**src/hw/rtl/qpt_pkg.sv**
```systemverilog
`default_nettype none

package qpt_pkg;

	// Field and register widths
	localparam int POSITION_BITS_DEF = 32;
	localparam int MOD_BITS          = 20;
	localparam int TOL_BITS          = 20;
	localparam int TARGET_BITS       = 32;
	localparam int WINDOW_BITS       = 24;
	localparam int LEVEL_BITS        = 9;
	localparam int PWM_BITS          = 8;
	localparam int ACTION_BITS       = 2;
	localparam int DATA_BITS         = 32;
	localparam int ADDR_BITS         = 5;
	localparam int IDX_BITS          = 3;

	// Item kinds
	localparam logic [ACTION_BITS-1:0] ACT_SAMPLE = 2'd0;
	localparam logic [ACTION_BITS-1:0] ACT_TICK   = 2'd1;
	localparam logic [ACTION_BITS-1:0] ACT_DRIVE  = 2'd2;

	// Register indexes
	localparam logic [IDX_BITS-1:0] REG_STEPS  = 3'd0;
	localparam logic [IDX_BITS-1:0] REG_TOL    = 3'd1;
	localparam logic [IDX_BITS-1:0] REG_PARK   = 3'd2;
	localparam logic [IDX_BITS-1:0] REG_HOME   = 3'd3;
	localparam logic [IDX_BITS-1:0] REG_WINDOW = 3'd4;

	// Register reset values
	localparam logic [MOD_BITS-1:0]    STEPS_RST  = 20'd96967;
	localparam logic [TOL_BITS-1:0]    TOL_RST    = 20'd1000;
	localparam logic [TARGET_BITS-1:0] PARK_RST   = 32'd0;
	localparam logic [TARGET_BITS-1:0] HOME_RST   = 32'd0;
	localparam logic [WINDOW_BITS-1:0] WINDOW_RST = 24'd500000;

	// Drive ramp
	localparam logic signed [LEVEL_BITS:0]   RAMP_STEP = 10'sd10;
	localparam logic signed [LEVEL_BITS-1:0] LEVEL_MIN = -9'sd255;
	localparam logic signed [LEVEL_BITS-1:0] LEVEL_LOW = -9'sd256;

	typedef struct packed {
		logic [MOD_BITS-1:0]    steps;
		logic [TOL_BITS-1:0]    tol;
		logic [TARGET_BITS-1:0] park;
		logic [TARGET_BITS-1:0] home;
		logic [WINDOW_BITS-1:0] window;
	} qpt_cfg_t;

	// Quadrature step, indexed by {next phase, previous phase}
	localparam logic signed [1:0] STEP_TABLE [16] = '{
		2'sd0, -2'sd1, 2'sd0, 2'sd1,
		2'sd1, 2'sd0, -2'sd1, 2'sd0,
		2'sd0, 2'sd1, 2'sd0, -2'sd1,
		-2'sd1, 2'sd0, 2'sd1, 2'sd0
	};

	// AB = 11 -> 0, 10 -> 1, 00 -> 2, 01 -> 3
	function automatic logic [1:0] phase_code(input logic a, input logic b);
		logic [1:0] c;
		if (a && b) c = 2'd0;
		else if (a) c = 2'd1;
		else if (!b) c = 2'd2;
		else c = 2'd3;
		return c;
	endfunction

endpackage

`default_nettype wire

```
**src/hw/rtl/qpt_cfg_regs.sv**
```systemverilog
`default_nettype none

module qpt_cfg_regs (
	input  wire logic                           clk,
	input  wire logic                           arst_n,
	input  wire logic                           psel,
	input  wire logic                           penable,
	input  wire logic                           pwrite,
	input  wire logic [qpt_pkg::ADDR_BITS-1:0]  paddr,
	input  wire logic [qpt_pkg::DATA_BITS-1:0]  pwdata,
	output logic      [qpt_pkg::DATA_BITS-1:0]  prdata,
	output logic                                pready,
	output qpt_pkg::qpt_cfg_t                   cfg
);

	logic [qpt_pkg::IDX_BITS-1:0] idx;
	logic                         wr_en;
	qpt_pkg::qpt_cfg_t            cfg_q;

	assign idx    = paddr[qpt_pkg::ADDR_BITS-1:2];
	assign wr_en  = psel && penable && pwrite;
	assign pready = 1'b1;
	assign cfg    = cfg_q;

	// Register writes on the access phase
	always_ff @(posedge clk or negedge arst_n) begin
		if (!arst_n) begin
			cfg_q.steps  <= qpt_pkg::STEPS_RST;
			cfg_q.tol    <= qpt_pkg::TOL_RST;
			cfg_q.park   <= qpt_pkg::PARK_RST;
			cfg_q.home   <= qpt_pkg::HOME_RST;
			cfg_q.window <= qpt_pkg::WINDOW_RST;
		end else if (wr_en) begin
			case (idx)
				qpt_pkg::REG_STEPS:  cfg_q.steps  <= pwdata[qpt_pkg::MOD_BITS-1:0];
				qpt_pkg::REG_TOL:    cfg_q.tol    <= pwdata[qpt_pkg::TOL_BITS-1:0];
				qpt_pkg::REG_PARK:   cfg_q.park   <= pwdata[qpt_pkg::TARGET_BITS-1:0];
				qpt_pkg::REG_HOME:   cfg_q.home   <= pwdata[qpt_pkg::TARGET_BITS-1:0];
				qpt_pkg::REG_WINDOW: cfg_q.window <= pwdata[qpt_pkg::WINDOW_BITS-1:0];
				default: ;
			endcase
		end
	end

	// Read mux
	always_comb begin
		case (idx)
			qpt_pkg::REG_STEPS:  prdata = qpt_pkg::DATA_BITS'(cfg_q.steps);
			qpt_pkg::REG_TOL:    prdata = qpt_pkg::DATA_BITS'(cfg_q.tol);
			qpt_pkg::REG_PARK:   prdata = qpt_pkg::DATA_BITS'(cfg_q.park);
			qpt_pkg::REG_HOME:   prdata = qpt_pkg::DATA_BITS'(cfg_q.home);
			qpt_pkg::REG_WINDOW: prdata = qpt_pkg::DATA_BITS'(cfg_q.window);
			default:             prdata = '0;
		endcase
	end

endmodule

`default_nettype wire

```
**src/hw/rtl/qpt_rem_serial.sv**
```systemverilog
`default_nettype none

// Bit-serial truncated remainder: magnitude shifted out MSB first, one
// restoring subtract per cycle. Sign of the dividend comes back as neg.
module qpt_rem_serial #(
	parameter int W = qpt_pkg::POSITION_BITS_DEF
) (
	input  wire logic                          clk,
	input  wire logic                          arst_n,
	input  wire logic                          start,
	input  wire logic [W-1:0]                  value,
	input  wire logic [qpt_pkg::MOD_BITS-1:0]  modulus,
	output logic                               busy,
	output logic      [qpt_pkg::MOD_BITS-1:0]  rem,
	output logic                               neg
);

	localparam int MB = qpt_pkg::MOD_BITS;
	localparam int CW = $clog2(W + 1);

	logic [W-1:0]  mag_q;
	logic [MB-1:0] rem_q;
	logic [MB-1:0] mod_q;
	logic          neg_q;
	logic [CW-1:0] cnt_q;
	logic          busy_q;

	logic [MB:0]   trial;
	logic [MB:0]   diff;
	logic          fits;

	// One restoring step
	assign trial = {rem_q, mag_q[W-1]};
	assign diff  = trial - {1'b0, mod_q};
	assign fits  = trial >= {1'b0, mod_q};

	always_ff @(posedge clk or negedge arst_n) begin
		if (!arst_n) begin
			busy_q <= 1'b0;
			cnt_q  <= '0;
		end else if (start) begin
			busy_q <= 1'b1;
			cnt_q  <= CW'(W);
		end else if (busy_q) begin
			cnt_q <= cnt_q - 1'b1;
			if (cnt_q == CW'(1)) busy_q <= 1'b0;
		end
	end

	// Datapath, loaded on start
	always_ff @(posedge clk) begin
		if (start) begin
			neg_q <= value[W-1];
			mag_q <= value[W-1] ? (~value + 1'b1) : value;
			rem_q <= '0;
			mod_q <= (modulus == '0) ? MB'(1) : modulus;
		end else if (busy_q) begin
			mag_q <= {mag_q[W-2:0], 1'b0};
			rem_q <= fits ? diff[MB-1:0] : trial[MB-1:0];
		end
	end

	assign busy = busy_q;
	assign rem  = rem_q;
	assign neg  = neg_q;

endmodule

`default_nettype wire

```
**src/hw/rtl/quadrature_position_tracker_top.sv**
```systemverilog
`default_nettype none

// Channel  Dir  Handshake                 Payload
// s        in   s_tvalid / s_tready       s_tuser action, s_tdata phases + drive target
// m        out  m_tvalid / m_tready       m_tdata position, delta, level, pwm, flags
// apb      in   psel, penable, pready=1   5 registers at byte address 4*i
//
// An item passes through the load, run and compare states from accept to result;
// the run state waits on the bit-serial remainder units, one dividend bit per cycle.
// The next item is taken once the result sits in the output register.
// A stalled output holds its beat; a finished item waits until it is free.
// Reset is asynchronous, active low, and clears all tracking state.
module quadrature_position_tracker_top #(
	parameter int POSITION_BITS = qpt_pkg::POSITION_BITS_DEF
) (
	input  wire logic                          clk,
	input  wire logic                          arst_n,
	// input beats
	input  wire logic                          s_tvalid,
	output logic                               s_tready,
	// [1:0] action
	input  wire logic [1:0]                    s_tuser,
	// [0] phase_a, [1] phase_b, [10:2] drive_target, [15:11] zero
	input  wire logic [15:0]                   s_tdata,
	// result beats
	output logic                               m_tvalid,
	input  wire logic                          m_tready,
	// [31:0] position, [63:32] velocity_delta, [72:64] drive_level,
	// [80:73] pwm_right, [88:81] pwm_left, [89] at_park, [90] at_home, [95:91] zero
	output logic      [95:0]                   m_tdata,
	// configuration
	input  wire logic                          psel,
	input  wire logic                          penable,
	input  wire logic                          pwrite,
	input  wire logic [qpt_pkg::ADDR_BITS-1:0] paddr,
	input  wire logic [qpt_pkg::DATA_BITS-1:0] pwdata,
	output logic      [qpt_pkg::DATA_BITS-1:0] prdata,
	output logic                               pready
);

	localparam int MB = qpt_pkg::MOD_BITS;
	localparam int LB = qpt_pkg::LEVEL_BITS;
	localparam int TB = qpt_pkg::TARGET_BITS;
	localparam int WB = qpt_pkg::WINDOW_BITS;

	typedef enum logic [1:0] {S_IDLE, S_LOAD, S_RUN, S_CMP} state_t;

	state_t state_q;

	qpt_pkg::qpt_cfg_t cfg;

	// tracking state
	logic [POSITION_BITS-1:0] pos_q;
	logic [1:0]               phase_q;
	logic                     primed_q;
	logic [WB-1:0]            ticks_q;
	logic [TB-1:0]            win_start_q;
	logic [TB-1:0]            delta_q;
	logic signed [LB-1:0]     level_q;
	logic signed [LB-1:0]     target_q;

	logic                     m_tvalid_q;
	logic [95:0]              m_tdata_q;

	// remainder units
	logic          div_start;
	logic          busy_pos, busy_park, busy_home;
	logic [MB-1:0] rem_pos, rem_park, rem_home;
	logic          neg_pos, neg_park, neg_home;

	qpt_cfg_regs u_cfg (
		.clk(clk), .arst_n(arst_n),
		.psel(psel), .penable(penable), .pwrite(pwrite),
		.paddr(paddr), .pwdata(pwdata), .prdata(prdata), .pready(pready),
		.cfg(cfg)
	);

	qpt_rem_serial #(.W(POSITION_BITS)) u_rem_pos (
		.clk(clk), .arst_n(arst_n), .start(div_start), .value(pos_q),
		.modulus(cfg.steps), .busy(busy_pos), .rem(rem_pos), .neg(neg_pos)
	);

	qpt_rem_serial #(.W(TB)) u_rem_park (
		.clk(clk), .arst_n(arst_n), .start(div_start), .value(cfg.park),
		.modulus(cfg.steps), .busy(busy_park), .rem(rem_park), .neg(neg_park)
	);

	qpt_rem_serial #(.W(TB)) u_rem_home (
		.clk(clk), .arst_n(arst_n), .start(div_start), .value(cfg.home),
		.modulus(cfg.steps), .busy(busy_home), .rem(rem_home), .neg(neg_home)
	);

	// input fields
	logic [1:0]           in_action;
	logic                 in_a, in_b;
	logic signed [LB-1:0] in_target;
	logic                 accept;

	assign in_action = s_tuser;
	assign in_a      = s_tdata[0];
	assign in_b      = s_tdata[1];
	assign in_target = $signed(s_tdata[10:2]);
	assign s_tready  = (state_q == S_IDLE);
	assign accept    = s_tvalid && s_tready;
	assign div_start = (state_q == S_LOAD);

	// encoder step
	logic [1:0]        phase_nxt;
	logic signed [1:0] step_d;
	assign phase_nxt = qpt_pkg::phase_code(in_a, in_b);
	assign step_d    = qpt_pkg::STEP_TABLE[{phase_nxt, phase_q}];

	// position as 32-bit field, zero-extended from the counter
	logic [63:0]   pos_ext;
	logic [TB-1:0] pos32;
	assign pos_ext = 64'(pos_q);
	assign pos32   = pos_ext[TB-1:0];

	// tick counter
	logic [WB-1:0] ticks_inc;
	logic          win_done;
	assign ticks_inc = (ticks_q == '1) ? ticks_q : ticks_q + 1'b1;
	assign win_done  = ticks_inc > cfg.window;

	// ramp toward target
	logic signed [LB:0]   lvl_w, tgt_w, lvl_up, lvl_dn, lvl_neg;
	logic signed [LB-1:0] level_nxt;
	assign lvl_w   = {level_q[LB-1], level_q};
	assign tgt_w   = {target_q[LB-1], target_q};
	assign lvl_up  = lvl_w + qpt_pkg::RAMP_STEP;
	assign lvl_dn  = lvl_w - qpt_pkg::RAMP_STEP;
	assign lvl_neg = -lvl_w;

	always_comb begin
		if (lvl_w < tgt_w) begin
			level_nxt = (lvl_up > tgt_w) ? target_q : lvl_up[LB-1:0];
		end else if (lvl_w > tgt_w) begin
			level_nxt = (lvl_dn < tgt_w) ? target_q : lvl_dn[LB-1:0];
		end else begin
			level_nxt = level_q;
		end
	end

	// duty split
	logic [qpt_pkg::PWM_BITS-1:0] pwm_r, pwm_l;
	assign pwm_r = level_q[LB-1] ? '0 : level_q[qpt_pkg::PWM_BITS-1:0];
	assign pwm_l = level_q[LB-1] ? lvl_neg[qpt_pkg::PWM_BITS-1:0] : '0;

	// signed remainders and distance test
	function automatic logic signed [MB+1:0] srem(input logic neg, input logic [MB-1:0] r);
		logic signed [MB+1:0] v;
		v = $signed({2'b00, r});
		return neg ? -v : v;
	endfunction

	logic signed [MB+1:0] a_pos, a_park, a_home, d_park, d_home;
	logic [MB+1:0]        abs_park, abs_home;
	logic                 near_park, near_home;

	assign a_pos    = srem(neg_pos, rem_pos);
	assign a_park   = srem(neg_park, rem_park);
	assign a_home   = srem(neg_home, rem_home);
	assign d_park   = a_park - a_pos;
	assign d_home   = a_home - a_pos;
	assign abs_park = d_park[MB+1] ? -d_park : d_park;
	assign abs_home = d_home[MB+1] ? -d_home : d_home;
	assign near_park = (target_q == '0) && (abs_park < {2'b00, cfg.tol});
	assign near_home = (target_q == '0) && (abs_home < {2'b00, cfg.tol});

	logic div_busy;
	logic out_free;
	assign div_busy = busy_pos || busy_park || busy_home;
	assign out_free = !m_tvalid_q || m_tready;

	// sequencer, tracking state and output register
	always_ff @(posedge clk or negedge arst_n) begin
		if (!arst_n) begin
			state_q     <= S_IDLE;
			pos_q       <= '0;
			phase_q     <= '0;
			primed_q    <= 1'b0;
			ticks_q     <= '0;
			win_start_q <= '0;
			delta_q     <= '0;
			level_q     <= '0;
			target_q    <= '0;
			m_tvalid_q  <= 1'b0;
			m_tdata_q   <= '0;
		end else begin
			// result beat: load at compare, drop once taken
			if (state_q == S_CMP && out_free) begin
				m_tvalid_q <= 1'b1;
				m_tdata_q  <= {5'b0, near_home, near_park, pwm_l, pwm_r,
					level_q, delta_q, pos32};
			end else if (m_tready) begin
				m_tvalid_q <= 1'b0;
			end
			case (state_q)
				S_IDLE: begin
					if (accept) begin
						state_q <= S_LOAD;
						case (in_action)
							qpt_pkg::ACT_SAMPLE: begin
								if (primed_q)
									pos_q <= pos_q + POSITION_BITS'(step_d);
								phase_q  <= phase_nxt;
								primed_q <= 1'b1;
							end
							qpt_pkg::ACT_TICK: begin
								if (win_done) begin
									delta_q     <= pos32 - win_start_q;
									win_start_q <= pos32;
									ticks_q     <= '0;
								end else begin
									ticks_q <= ticks_inc;
								end
								level_q <= level_nxt;
							end
							qpt_pkg::ACT_DRIVE: begin
								target_q <= (in_target == qpt_pkg::LEVEL_LOW) ?
									qpt_pkg::LEVEL_MIN : in_target;
							end
							default: ;
						endcase
					end
				end
				S_LOAD: state_q <= S_RUN;
				S_RUN: begin
					if (!div_busy) state_q <= S_CMP;
				end
				S_CMP: begin
					if (out_free) state_q <= S_IDLE;
				end
				default: state_q <= S_IDLE;
			endcase
		end
	end

	assign m_tvalid = m_tvalid_q;
	assign m_tdata  = m_tdata_q;

	// checks
	a_idle_quiet: assert property (@(posedge clk) disable iff (!arst_n)
		s_tready |-> !div_busy)
		else $error("remainder unit busy while taking input");

	a_one_item: assert property (@(posedge clk) disable iff (!arst_n)
		(s_tvalid && s_tready) |=> !s_tready)
		else $error("second beat taken while an item is in work");

	a_result_src: assert property (@(posedge clk) disable iff (!arst_n)
		$rose(m_tvalid) |-> $past(state_q == S_CMP))
		else $error("result beat raised outside the compare step");

endmodule

`default_nettype wire
```
**config.mk**
```make
export PLATFORM = sky130hd
export DESIGN_NAME = quadrature_position_tracker_top
export DESIGN_NICKNAME = d
export VERILOG_FILES = /design/src/hw/rtl/qpt_pkg.sv /design/src/hw/rtl/qpt_cfg_regs.sv /design/src/hw/rtl/qpt_rem_serial.sv /design/src/hw/rtl/quadrature_position_tracker_top.sv
export SDC_FILE = /design/constraint.sdc
export NUM_CORES = 2
export LEC_CHECK = 0
export ABC_AREA = 0
export BUFFER_PORTS_ARGS = -buffer_cell sky130_fd_sc_hd__buf_2
export CAP_MARGIN = 20
export CORE_MARGIN = 1
export CORE_UTILIZATION = 50
export CTS_CLUSTER_SIZE = 8
export DETAILED_ROUTE_END_ITERATION = 8
export GPL_ROUTABILITY_DRIVEN = 0
export PLACE_DENSITY_LB_ADDON = 0.12
export SLEW_MARGIN = 20
export SYNTH_ARGS = -nofsm -noshare
export SYNTH_HDL_FRONTEND = slang
export SYNTH_SLANG_ARGS = --single-unit
```
**constraint.sdc**
```tcl
create_clock -name clk -period 15.2 [get_ports clk]
set_input_delay 3.04 -clock clk [delete_from_list [all_inputs] [get_ports clk]]
set_output_delay 3.04 -clock clk [all_outputs]
set_load 0.05 [all_outputs]
```
## After elaboration in Yosys (flattened, before gate mapping)

Memory sizes are Yosys's and may differ from the RTL's.
Cells that the tools add are included.

- Bitwise operators: 4
- $add $sub $neg: 22
- Order comparisons: 11
- Eq/ne operators: 17
- Reductions and logical operators: 33
- Muxes and demuxes: 53

Operator list:

| operator | count |
|---|---|
| $mux 32 | 9 |
| $pmux 32 s5 | 1 |
| $mux 22 | 5 |
| $add 32x1->32 const B | 3 |
| $not 32->32 | 3 |
| $neg 20->22 | 3 |
| $ge 21x20->1 | 3 |
| $mux 20 | 3 |
| $sub 20x20->20 | 3 |
| $mux 24 | 2 |
| $mux 9 | 5 |
| $lt 22x20->1 | 2 |
| $neg 22->22 | 2 |
| $sub 22x22->22 | 2 |
| $mux 6 | 6 |
| $add 32x32->32 | 1 |
| $sub 32x32->32 | 1 |
| $add 24x1->24 const B | 1 |
| $eq 24x24->1 const B | 1 |
| $gt 24x24->1 | 1 |
| $logic_not 20->1 | 1 |
| $eq 6x1->1 const B | 3 |
| $sub 6x1->6 const B | 3 |
| $mux 8 | 2 |
| 30 further kinds | 74 |

- Input bits: 62
- Word-level logic and storage cells: 173
- Output and inout bits: 131
- ROM bits: 32
- Register bits: 563
- Memories: 1

Memory list:

| name | depth | bits a word | read ports | clocked after memory_dff | write ports | RTL line | text |
|---|---|---|---|---|---|---|---|
| (no name shown) | 16 | 2 | 1 | 0 | 0 | quadrature_position_tracker_top.sv:111 | `assign step_d = qpt_pkg::STEP_TABLE[{phase_nxt, phase_q}];` |

## Longest topological paths before layout

- Depth in word-level cells: 8
- Mapped depth: 33
- Depth with buffers taken out: 32

## Cells and area by module

From an unflattened synthesis, not the netlist that was laid out.

- Cells, all modules: 4,218
- Area, all modules: 39,985.8 µm²

Modules (own cells, without submodules):

| module | times used | cells each | sequential area each (µm²) | area each (µm²) |
|---|---|---|---|---|
| quadrature_position_tracker_top | 1 | 2,193 | 5,880.6 | 19,213.4 |
| qpt_rem_serial at u_rem_home ... | 2 | 539 | 2,167.1 | 4,949.7 |
| qpt_cfg_regs | 1 | 412 | 3,233.1 | 5,870.6 |
| qpt_rem_serial at u_rem_pos | 1 | 535 | 2,167.1 | 5,002.3 |

## Worst setup path after synthesis

Ideal clock, no wire load.

- Kind: input-to-reg
- From: input port s_tdata[0]
- To: register pos_q[29], in the netlist pos32[29]
- Buffers on the path: 0
- Setup slack: 7.000 ns
- Required time: 15.067 ns
- Data arrival time: 8.066 ns
- Setup time: 0.133 ns
- Stages on the path: 17
- Cells stage by stage: ha_1 -> nor2_1 -> xnor2_1 -> mux2i_1 -> ha_1 -> a21o_1 -> a21oi_1 -> o211ai_1 -> a41oi_1 -> o21ai_0 -> o41a_1 -> a211oi_1 -> o21ai_0 -> a21o_1 -> a31oi_1 -> xor2_1 -> o21ai_0

- Cells in the longest elaborated chain, start to end: 7
- Elaborated cells on any way between the ends: 8
- Those cells by class: 1 x add/sub; 4 x mux; 1 x bitwise; 1 x reduce/logical; 1 x memory

RTL lines:

| element | RTL line | text |
|---|---|---|
| start: declaration | quadrature_position_tracker_top.sv:24 | `input wire logic [15:0] s_tdata,` |
| $mux 2 or $logic_and 1x1->1 (tied branches) | qpt_pkg.sv:62, qpt_pkg.sv:61 |  |
| $mux 2 * | qpt_pkg.sv:61 | `if (a && b) c = 2'd0;` |
| $not 4->5 (not written as such) * | quadrature_position_tracker_top.sv:111 |  |
| $mem_v2 16x2 * | -- |  |
| $mux 2 (not written as such) * (2 in a row) | quadrature_position_tracker_top.sv:111 |  |
| $add 32x32->32 * | quadrature_position_tracker_top.sv:205 | `pos_q <= pos_q + POSITION_BITS'(step_d);` |
| end signal: assignment | quadrature_position_tracker_top.sv:205 |  |
| end: declaration | quadrature_position_tracker_top.sv:53 | `logic [POSITION_BITS-1:0] pos_q;` |

Every way passes the cells marked *; elsewhere a longest branch is shown, timed or not. The select of a mux whose other input is x is not followed.
A chain may end at the register's enable or synchronous reset.

## Worst setup path after layout

- From: input port paddr[2] in the netlist's numbering
- To: output port prdata[8] in the netlist's numbering

- Cells in the longest elaborated chain, start to end: 2
- Elaborated cells on any way between the ends: 6
- Those cells by class: 4 x eq/ne; 1 x mux; 1 x reduce/logical

RTL lines:

| element | RTL line | text |
|---|---|---|
| start: declaration | quadrature_position_tracker_top.sv:35 | `input wire logic [qpt_pkg::ADDR_BITS-1:0] paddr,` |
| $eq 3x3->1, or another cell as far along | qpt_cfg_regs.sv:47 | `case (idx)` |
| $pmux 32 s5 * | qpt_cfg_regs.sv:47 |  |
| end: declaration | quadrature_position_tracker_top.sv:37 | `output logic [qpt_pkg::DATA_BITS-1:0] prdata,` |

Every way passes the cells marked *; elsewhere a longest branch is shown, timed or not.

==> results.sh <==
export IMPL_end_kind="primary output"
export IMPL_cts_tree="yes"
export IMPL_io_pins=193
export IMPL_critPathLaunchType="input pin"
export IMPL_finalSetupViolCount=0
export IMPL_syn_to_final_growth_pct=10.8
export IMPL_crit_cells=7
export IMPL_arrival_ps=5300
export IMPL_min_delay_start="delta_q[24]"
export IMPL_worstRegToRegCells=31
export IMPL_tightest_slew_ps=990
export IMPL_nNetsFinal=4559
export IMPL_cts_setup_buffers=0
export IMPL_yosysTopAreaCell="dfrtp_1"
export IMPL_yosys_area_top_type_share_pct=23.5
export IMPL_relSlewSlack_pct=34.0
export IMPL_synthTopCellsByArea="dfrtp_1, edfxtp_1, ha_1"
export IMPL_path_max_fanout=40
export IMPL_drt_iter0_drc=2222
export IMPL_cts_buffers=82
export IMPL_syn_area_um2=38300
export IMPL_drive_above_1_share_pct=15.2
export IMPL_ys_async_sr_fraction_pct=68.2
export IMPL_min_period_ps=8340
export IMPL_crit_path_max_incr_delay_ps=710
export IMPL_syn_inst=4115
export IMPL_synth_seq_cells=563
export IMPL_tns_ps=0
export IMPL_cpMaxStageDelayCell="nor2_1"
export IMPL_fillers=6891
export IMPL_cts_resized_gates=0
export IMPL_htreeDepth=3
export IMPL_grt_pass1_wl_um=162000
export IMPL_rsz0062_at_grt="no"
export IMPL_start_util_pct=50.5
export IMPL_die_y_um=279
export IMPL_core_area_um2=75800
export IMPL_maxCapViolations=0
export IMPL_syn_avg_cell_area_um2=9.30
export IMPL_root_buffer="clkbuf_16"
export IMPL_status="finished, final reports clean"
export IMPL_hold_viol=0
export IMPL_portBuffers=179
export IMPL_yosys_warnings=0
export IMPL_critPathRequiredTime_ps=12160
export IMPL_dp_slack_ps=6930
export IMPL_wl_per_cell_um=19.8
export IMPL_finalCritPeriodShare_pct=54.9
export IMPL_r2r_start="u_rem_pos.rem[0]"
export IMPL_clk_pin_slew_worst_paths_ps=50
export IMPL_dieArea_um2=77700
export IMPL_grt_pass1_vias=28238
export IMPL_critPathKind="in2out"
export IMPL_cts_sinks=563
export IMPL_critPathTopFamily="buffers and inverters"
export IMPL_ys_flop_type="dfrtp_1"
export IMPL_reg2reg_to="m_tdata[89]"
export IMPL_synth_edf_count=119
export IMPL_clk_latency_ps=640
export IMPL_reg2reg_slack_ps=7490
export IMPL_grt_max_degree=83
export IMPL_path_cells="buf_2, buf_4, nor2_1, buf_4, a22oi_1, o22ai_1, buf_2"
export IMPL_rows=101
export IMPL_drc_errors=0
export IMPL_synth_most_common_cell="nand2_1"
export IMPL_dr_pass1_iters=6
export IMPL_hold_path_class="reg2reg"
export IMPL_vias=30499
export IMPL_critPathBufInv=4
export IMPL_die_width_um=279
export IMPL_fin_ws_ps=6860
export IMPL_max_freq_ghz=0.120
export IMPL_grt_ovfl_total=0
export IMPL_hold_path_end="delta_q[24]"
export IMPL_final_util_pct=55.9
export IMPL_ant_nets=0
export IMPL_fin_worst_skew_ps=33.0
export IMPL_routed_wl_um=104000
export IMPL_detailed_place_hpwl_um=75200
export IMPL_synth_yosys_seq_area_share_pct=37.7
export IMPL_antenna_found_initial=1
export IMPL_dp_cells=5107
export IMPL_holdPathStages=1
export IMPL_ys_types=114
export IMPL_via_per_inst=5.80
export IMPL_postCtsHoldBufs=0
export IMPL_slew_violations=0
export IMPL_fin_cells=5255
export IMPL_synth_top_cells_by_count="nand2_1, dfrtp_1, nor2_1"
export IMPL_grt_usage_pct=26.4
export IMPL_clockBufferDepth=3
## kinds of logic (layout without fill, tap and decap cells)
group / after synthesis / count (layout) / share of synthesized area, %
AND/OR/NAND/NOR: 1166 / 1166 / 14.5
AO/OA/AOI/OAI: 1049 / 1049 / 18.0
buffers and inverters: 434 / 590 / 4.50
multiplexers: 270 / 270 / 7.82
adder cells (fa/ha/maj): 283 / 283 / 9.39
other: 2 / 8 / 0.0196
flip-flops: 563 / 563 / 37.7
XOR/XNOR: 348 / 348 / 8.09
## sequential cells by signal, indices dropped and copies added (netlist names), 32 cells and up
signal / count
u_cfg.cfg: 128
m_tdata: 91
delta_q: 32
pos32: 32
u_rem_home.mag_q: 32
u_rem_park.mag_q: 32
u_rem_pos.mag_q: 32
win_start_q: 32
## worst max-delay path by stage
stage | end | startpoint | slack (ps)
CTS | prdata[8] | paddr[2] | 6930
detailed placement | prdata[8] | paddr[2] | 6930
finish | prdata[8] | paddr[2] | 6860
global placement | prdata[7] | paddr[2] | 6970
floorplan | pos32[29] | s_tdata[0] | 7000
global route | prdata[8] | paddr[3] | 6800
## cell type report
cell class | instances | area [um^2] | area share (%)
repair buffers | 215 | 1190 | 2.81
diodes | 2 | 5.00 | 0.0118
inverters | 230 | 863 | 2.04
well taps | 978 | 1220 | 2.89
multi-input cells | 3122 | 22200 | 52.5
clock inverters | 10 | 169 | 0.398
clock buffers | 135 | 2290 | 5.41
flip-flops and latches | 563 | 14400 | 34.0
## through the flow
step	instance area [um^2]	hold slack, ps
6_report	42400	467
5_1_grt	42400	489
4_1_cts	42400	472
3_5_place_dp	39900	462
3_3_place_gp	39900	459
2_1_floorplan	38300	423
## layer usage
metal | vias to the layer above | routed length, um | GRT usage (%)
met5 | - | 0 | 0
met4 | 0 | 3440 | 9.55
met3 | 167 | 5330 | 3.66
met2 | 698 | 47700 | 41.9
met1 | 14623 | 47400 | 36.8
li1 | 15011 | - | -
## worst reg2reg max path: cells and delay by family (launching register included)
family / cells / cell delay, ps
xor+xnor: 2 / 740
buf+inv: 2 / 480
fa+ha+maj: 3 / 830
flops: 1 / 450
compound gates: 18 / 3450
simple gates: 6 / 1660
## layout by cell type (no fill, tap or decap), types with 22 or more instances in the layout
cell	netlist	layout
nand4_1	38	38
buf_2	5	178
ha_1	276	275
nor2b_1	49	49
or3_1	33	33
xor2_1	185	185
o22ai_1	36	36
dfstp_2	24	24
clkbuf_16	0	84
nand2b_1	51	51
a31oi_1	23	22
o21a_1	40	40
dfrtp_1	360	359
xnor2_1	158	158
nor3_1	58	57
o21ai_0	306	306
dfxtp_1	60	60
a21o_1	59	59
inv_1	229	229
buf_4	8	35
a211oi_1	29	29
or4_1	27	27
a21boi_0	23	23
clkbuf_1	161	50
nand2_1	376	372
nor4_1	33	32
mux2_2	223	223
mux2i_1	46	45
o41ai_1	29	29
and3_1	29	29
nor2_1	321	320
a21oi_1	217	217
a22oi_1	38	38
o31ai_1	72	72
nand3_1	67	67
edfxtp_1	119	119
Power is left out: the tool's default activity adds up to more than one toggle a clock period on the data nets, which glitch-free logic cannot reach.
